File: src/design/acoe_pkg.sv
`timescale 1ns / 1ps

package acoe_pkg;

  // Request opcode
  typedef enum logic {
    CMD_LOOKUP = 1'b0,
    CMD_INSERT = 1'b1
  } acoe_cmd_t;

  // Control that the top level hands to every entry cell
  typedef struct packed {
    logic ins;     // an insert beat is accepted this cycle
    logic tok_in;  // write token offered by the upper neighbor
  } acoe_cell_ctl_t;

endpackage

File: src/design/acoe_if.sv
`timescale 1ns / 1ps

interface acoe_req_if #(
  parameter int KEY_BITS   = 64,
  parameter int VALUE_BITS = 32
);
  import acoe_pkg::*;

  logic                  valid;
  logic                  ready;
  acoe_cmd_t             cmd;
  logic [KEY_BITS-1:0]   key;
  logic [VALUE_BITS-1:0] value_in;

  modport source (output valid, cmd, key, value_in, input ready);
  modport sink   (input valid, cmd, key, value_in, output ready);
endinterface

interface acoe_rsp_if #(
  parameter int VALUE_BITS = 32,
  parameter int SLOT_BITS  = 4
);
  logic                  valid;
  logic                  ready;
  logic                  hit;
  logic [VALUE_BITS-1:0] value_out;
  logic [SLOT_BITS-1:0]  slot;

  modport source (output valid, hit, value_out, slot, input ready);
  modport sink   (input valid, hit, value_out, slot, output ready);
endinterface

File: src/design/acoe_cell.sv
`timescale 1ns / 1ps

module acoe_cell #(
  parameter int KEY_BITS   = 64,
  parameter int VALUE_BITS = 32,
  parameter bit TOKEN_INIT = 1'b0
) (
  input  logic                     clk,
  input  logic                     rst_n,
  input  acoe_pkg::acoe_cell_ctl_t ctl,
  input  logic [KEY_BITS-1:0]      key,
  input  logic [VALUE_BITS-1:0]    value_in,
  output logic                     match,
  output logic [VALUE_BITS-1:0]    value_out,
  output logic                     tok
);

  logic                  valid_r;
  logic                  tok_r;
  logic [KEY_BITS-1:0]   key_r;
  logic [VALUE_BITS-1:0] value_r;

  always_ff @(posedge clk) begin
    if (!rst_n) begin
      valid_r <= 1'b0;
      tok_r   <= TOKEN_INIT;
    end else if (ctl.ins) begin
      // pass the token one cell down on every insert
      tok_r <= ctl.tok_in;
      if (tok_r) begin
        valid_r <= 1'b1;
      end
    end
  end

  always_ff @(posedge clk) begin
    if (ctl.ins && tok_r) begin
      key_r   <= key;
      value_r <= value_in;
    end
  end

  assign match     = valid_r && (key_r == key);
  assign value_out = value_r;
  assign tok       = tok_r;

endmodule

File: src/design/assoc_cache_insert_order_evict.sv
`timescale 1ns / 1ps

// Fully associative key/value cache of ENTRIES entries, built as a row of
// entry cells. A lookup compares its key against every cell in parallel and
// returns the lowest-index valid match (hit, value, slot); a miss returns all
// zeros. An insert writes key and value without a duplicate check into the
// cell holding the write token and reports that slot. The token starts at the
// top cell and steps one cell down (wrapping to the top) on every insert, so
// empty slots fill from the highest index down and, once full, entries are
// replaced in insertion order; lookups never move it. One request is taken
// per cycle while the output is empty or out_if.ready is high. The compare
// across the whole cell row and the priority pick are combinational, and the
// result sits in the output register in the cycle after the request beat.

module assoc_cache_insert_order_evict #(
  parameter int ENTRIES    = 16,
  parameter int KEY_BITS   = 64,
  parameter int VALUE_BITS = 32
) (
  input logic       clk,
  input logic       rst_n,
  acoe_req_if.sink   in_if,
  acoe_rsp_if.source out_if
);
  import acoe_pkg::*;

  localparam int SLOT_BITS = $clog2(ENTRIES);

  logic                  out_valid_r;
  logic                  hit_r;
  logic [VALUE_BITS-1:0] value_r;
  logic [SLOT_BITS-1:0]  slot_r;

  logic                  accept;
  logic                  is_ins;
  logic [ENTRIES-1:0]    match_vec;
  logic [ENTRIES-1:0]    tok_vec;
  logic [ENTRIES-1:0]    first_vec;
  logic [ENTRIES-1:0]    sel_vec;
  logic [VALUE_BITS-1:0] cell_val [ENTRIES];
  acoe_cell_ctl_t        cell_ctl [ENTRIES];

  logic                  hit_nxt;
  logic [VALUE_BITS-1:0] value_nxt;
  logic [SLOT_BITS-1:0]  slot_nxt;

  assign in_if.ready = !out_valid_r || out_if.ready;
  assign accept      = in_if.valid && in_if.ready;
  assign is_ins      = (in_if.cmd == CMD_INSERT);

  for (genvar g = 0; g < ENTRIES; g++) begin : g_cell
    // take the token from the upper neighbor; the top cell closes the ring
    assign cell_ctl[g].ins    = accept && is_ins;
    assign cell_ctl[g].tok_in = tok_vec[(g + 1) % ENTRIES];

    acoe_cell #(
      .KEY_BITS   (KEY_BITS),
      .VALUE_BITS (VALUE_BITS),
      .TOKEN_INIT (g == ENTRIES - 1)
    ) u_cell (
      .clk       (clk),
      .rst_n     (rst_n),
      .ctl       (cell_ctl[g]),
      .key       (in_if.key),
      .value_in  (in_if.value_in),
      .match     (match_vec[g]),
      .value_out (cell_val[g]),
      .tok       (tok_vec[g])
    );
  end

  // isolate the lowest-index match
  assign first_vec = is_ins ? '0 : (match_vec & (~match_vec + ENTRIES'(1)));
  assign sel_vec   = is_ins ? tok_vec : first_vec;

  always_comb begin
    hit_nxt   = |first_vec;
    value_nxt = '0;
    slot_nxt  = '0;
    for (int i = 0; i < ENTRIES; i++) begin
      if (first_vec[i]) begin
        value_nxt = value_nxt | cell_val[i];
      end
      if (sel_vec[i]) begin
        slot_nxt = slot_nxt | SLOT_BITS'(i);
      end
    end
  end

  always_ff @(posedge clk) begin
    if (!rst_n) begin
      out_valid_r <= 1'b0;
    end else if (accept) begin
      out_valid_r <= 1'b1;
    end else if (out_if.ready) begin
      out_valid_r <= 1'b0;
    end
  end

  always_ff @(posedge clk) begin
    if (accept) begin
      hit_r   <= hit_nxt;
      value_r <= value_nxt;
      slot_r  <= slot_nxt;
    end
  end

  assign out_if.valid     = out_valid_r;
  assign out_if.hit       = hit_r;
  assign out_if.value_out = value_r;
  assign out_if.slot      = slot_r;

endmodule
File: src/flat_wrapper.sv
// flat-port wrapper written by rule: the top's interface ports become plain ports
module assoc_cache_insert_order_evict_flat import acoe_pkg::*;
#(
  parameter int ENTRIES    = 16,
  parameter int KEY_BITS   = 64,
  parameter int VALUE_BITS = 32
)
  (clk, rst_n, in_if_valid, in_if_cmd, in_if_key, in_if_value_in, in_if_ready, out_if_valid, out_if_hit, out_if_value_out, out_if_slot, out_if_ready);
  acoe_req_if #(.KEY_BITS(KEY_BITS), .VALUE_BITS(VALUE_BITS)) in_if_i ();
  acoe_rsp_if #(.VALUE_BITS(VALUE_BITS)) out_if_i ();
  input logic clk;
  input logic rst_n;
  input wire logic [$bits(in_if_i.valid)-1:0] in_if_valid;
  input wire logic [$bits(in_if_i.cmd)-1:0] in_if_cmd;
  input wire logic [$bits(in_if_i.key)-1:0] in_if_key;
  input wire logic [$bits(in_if_i.value_in)-1:0] in_if_value_in;
  output wire logic [$bits(in_if_i.ready)-1:0] in_if_ready;
  output wire logic [$bits(out_if_i.valid)-1:0] out_if_valid;
  output wire logic [$bits(out_if_i.hit)-1:0] out_if_hit;
  output wire logic [$bits(out_if_i.value_out)-1:0] out_if_value_out;
  output wire logic [$bits(out_if_i.slot)-1:0] out_if_slot;
  input wire logic [$bits(out_if_i.ready)-1:0] out_if_ready;
  assign in_if_i.valid = in_if_valid;
  assign in_if_i.cmd = in_if_cmd;
  assign in_if_i.key = in_if_key;
  assign in_if_i.value_in = in_if_value_in;
  assign in_if_ready = in_if_i.ready;
  assign out_if_valid = out_if_i.valid;
  assign out_if_hit = out_if_i.hit;
  assign out_if_value_out = out_if_i.value_out;
  assign out_if_slot = out_if_i.slot;
  assign out_if_i.ready = out_if_ready;
  assoc_cache_insert_order_evict #(.ENTRIES(ENTRIES), .KEY_BITS(KEY_BITS), .VALUE_BITS(VALUE_BITS)) u_core (.clk(clk), .rst_n(rst_n), .in_if(in_if_i), .out_if(out_if_i));
endmodule
File: config.mk
export PLATFORM = sky130hd
export DESIGN_NAME = assoc_cache_insert_order_evict_flat
export DESIGN_NICKNAME = d
export VERILOG_FILES = /design/src/design/acoe_pkg.sv /design/src/design/acoe_if.sv /design/src/design/acoe_cell.sv /design/src/design/assoc_cache_insert_order_evict.sv /design/src/flat_wrapper.sv
export SDC_FILE = /design/constraint.sdc
export NUM_CORES = 2
export LEC_CHECK = 0
export ABC_AREA = 1
export BUFFER_PORTS_ARGS = -buffer_cell sky130_fd_sc_hd__buf_2
export CAP_MARGIN = 0
export CORE_MARGIN = 2
export CORE_UTILIZATION = 43
export CTS_CLUSTER_DIAMETER = 120
export DETAILED_ROUTE_END_ITERATION = 16
export SLEW_MARGIN = 20
export SYNTH_ARGS = -nofsm -noshare
export SYNTH_HDL_FRONTEND = slang
export SYNTH_SLANG_ARGS = --single-unit
File: constraint.sdc
create_clock -name clk -period 8.1 [get_ports clk]
set_input_delay 1.215 -clock clk [delete_from_list [all_inputs] [get_ports clk]]
set_output_delay 1.215 -clock clk [all_outputs]
set_load 0.005 [all_outputs]
==> impl_metrics.tcl <==
set metrics [dict create \
    synthesis.nets 7816 \
    path_max_fanout 37 \
    status "finished clean" \
    fin_cells 10490 \
    antenna_found_initial 51 \
    syn_to_final_growth_pct 13.29 \
    cts_max_level 4 \
    cts_tree "built" \
    max_freq_ghz 0.1740 \
    cp.required_ns 8.80 \
    netlist-cell-type-count 49 \
    crit_arrival_ns 6.45 \
    ys_ff_latch 1606 \
    p_per_area_nw_per_um2 220.0 \
    wirelength_met1_um 141200 \
    ys_seq_area_share_pct 63.83 \
    fp.dieW_um 421.8 \
    grtUsageTotal_pct 38.19 \
    hpwl_um 231300 \
    drc 0 \
    syn_area_um2 75040 \
    fp.coreArea_um2 173600 \
    place_congestion 0.9892 \
    wl_per_cell_um 33.03 \
    critPathCaptureType "register" \
    cp-start-kind "input pin" \
    syn_avg_cell_area_um2 9.727 \
    dieArea_um2 177900 \
    fill_cells 16130 \
    place_inst 10140 \
    hold_viol 0 \
    cts_setup_buffers 0 \
    clock-skew-final_ns 0.03723 \
    cap_violations 0 \
    grt_pass1_wl_um 465200 \
    top_layer "met5" \
    vdd_drop_max_v 0.0002414 \
    io_buffers 139 \
    grt_max_degree 80 \
    die_y_um 421.8 \
    worstMarginPinSlew_ns 1.231 \
    route.met2.wl_um 143100 \
    ios 140 \
    finalNetCount 8098 \
    post_cts_resized 0 \
    grt_pass1_vias 56010 \
    viasPerCell 5.846 \
    cts_sinks 1606 \
    synth-edff-count 1573 \
    cts.root.buffer_cell "clkbuf_16" \
    maxSlewHeadroom_pct 17.94 \
    first_pass_iters 7 \
    hp-class "register to register" \
    cts_made_buffers 178 \
    final_area_um2 85010 \
    post-route-util_pct 48.96 \
    clk_pin_slew_worst_paths_ns 0.06 \
    ctsHoldBuffers 0 \
    initial_core_util_pct 43.22 \
    ant_nets 0 \
    critPathKind "input pin to register" \
    p_leak_nw 33.97 \
    setup-violations-final 0 \
    netlist_instances 7715 \
    period_share_pct 70.96 \
    final_max_slew_viol_count 0 \
    route.vias.total 61340 \
    ys.flop_type "edfxtp_1" \
    drt_iter0_markers 11410 \
    grt_setup_unrepaired "false" \
    cts_buffer_depth 3 \
    wl_um 346600 \
    period_minus_slack_ns 5.748 \
    grt.overflow.total 0 \
    synth-async-reset-ratio_pct 0 \
    worst_skew_pair.late_latency_ns 0.87 \
    place_area_um2 79260 \
    hold_ws_ns 0.4677 \
    finalSetupTns_ns 0 \
    drive_gt1_share_pct 9.281 \
    dr_wl_met3_um 43890 \
    yosysWarningCount 0 \
    fp-row-count 153 \
]
-- final cells by class --
| class | instances | area, um^2 | share of cell area, % |
|---|---|---|---|
| Sequential cell | 1606 | 47900 | 56.34 |
| Clock buffer | 230 | 4732 | 5.566 |
| Antenna cell | 22 | 55.05 | 0.06476 |
| Multi-Input combinational cell | 5015 | 22720 | 26.72 |
| Clock inverter | 99 | 935.9 | 1.101 |
| Tap cell | 2325 | 2909 | 3.422 |
| Inverter | 830 | 3136 | 3.688 |
| Timing Repair Buffer | 366 | 2633 | 3.097 |
-- sequential cells by signal, indices dropped and copies added, names as in the netlist --
register                        count
u_core.g_cell.u_cell.value_out    512
u_core.out_if.slot                  4
u_core.out_if.hit                   1
u_core.g_cell.u_cell.valid_r       16
u_core.g_cell.u_cell.key_r       1024
u_core.out_if.value_out            32
u_core.out_if.valid                 1
u_core.g_cell.u_cell.tok           16
-- placed cells by master (no fill, tap or decap), drive strengths merged, types with 33 or more instances in the layout --
cell type	count
buf	366
edfxtp	1573
xnor2	156
clkbuf	230
a21oi	60
nor3	42
or2	60
o22ai	75
nand3	465
nand2	2294
clkinv	85
xor2	90
o21ai	332
nand4	182
dfxtp	33
inv	831
nor2	1111
-- report_power, final --
group          internal (mW)  switching [mW]
clock network           4.52            3.58
registers               9.17          0.0210
logic                  0.272            1.14
-- worst max-delay path: stages --
cell     delay, ns
buf_2         0.13
inv_1         0.85
buf_4         0.49
nand2_1       0.19
nand2_1       0.10
nor2_1        0.04
nand2_1       0.06
nor2_1        0.04
nand2_1       0.06
nor2_1        0.04
nand3_1       0.29
nand2_1       0.23
nor2_8        0.63
nand4_2       0.39
nor2_4        0.73
buf_4         0.46
nand3_1       0.13
nand2_1       0.11
inv_1         0.04
nand3_1       0.07
-- metal layers --
layer | GRT usage (%) | vias to the layer above
met5 | 0 | -
met2 | 53.88 | 4424
met1 | 55.65 | 30020
li1 | - | 26210
met3 | 8.314 | 693
met4 | 18.34 | 4
-- synth_stat cells (all sizes together) (13+ instances only) --
cell type	instances	share of area (%)
a211oi	21	0.21
nor2	1111	5.6
nand3	465	3.1
xor2	90	1.1
xnor2	156	1.8
o21ai	332	2.2
and2	13	0.11
nand3b	29	0.29
nor4	20	0.17
a22o	22	0.26
a21oi	60	0.40
or2	60	0.50
nand4	182	1.5
dfxtp	33	0.88
edfxtp	1573	63
o22ai	75	0.63
clkbuf	33	0.17
inv	825	4.1
buf	231	1.7
nand2	2294	11
nor3	42	0.28
-- worst paths after layout --
check	from	end	slack, ns	cells after the start
min	u_core.g_cell[4].u_cell.tok	u_core.g_cell[4].u_cell.tok	0.47	2
max	in_if_key[1]	u_core.out_if.value_out[27]	2.35	20
min reg2reg	u_core.g_cell[4].u_cell.tok	u_core.g_cell[4].u_cell.tok	0.47	2
max reg2reg	u_core.g_cell[0].u_cell.key_r[12]	u_core.out_if.value_out[27]	3.48	17
-- logic make-up (layout without fill, tap and decap cells) --
kind of cell | count (synthesis) | count (layout) | synth area share (%)
AOI/OAI and AO/OA | 532 | 532 | 3.957
xor gates and xnor gates | 246 | 246 | 2.871
buffers and inverters | 1094 | 1525 | 6.064
DFF | 1606 | 1606 | 63.83
other | 0 | 22 | 0
and+or+nand+nor | 4237 | 4237 | 23.28
-- metrics by stage --
stage / power [mW] / worst slack (ns)
after floorplan: 9.872 / 1.346
after global placement: 10.70 / 1.653
after detailed placement: 10.70 / 1.688
after CTS: 18.67 / 2.579
after global routing: 19.04 / 2.362
final: 18.70 / 2.352
Power figures use the tool's default switching activity.
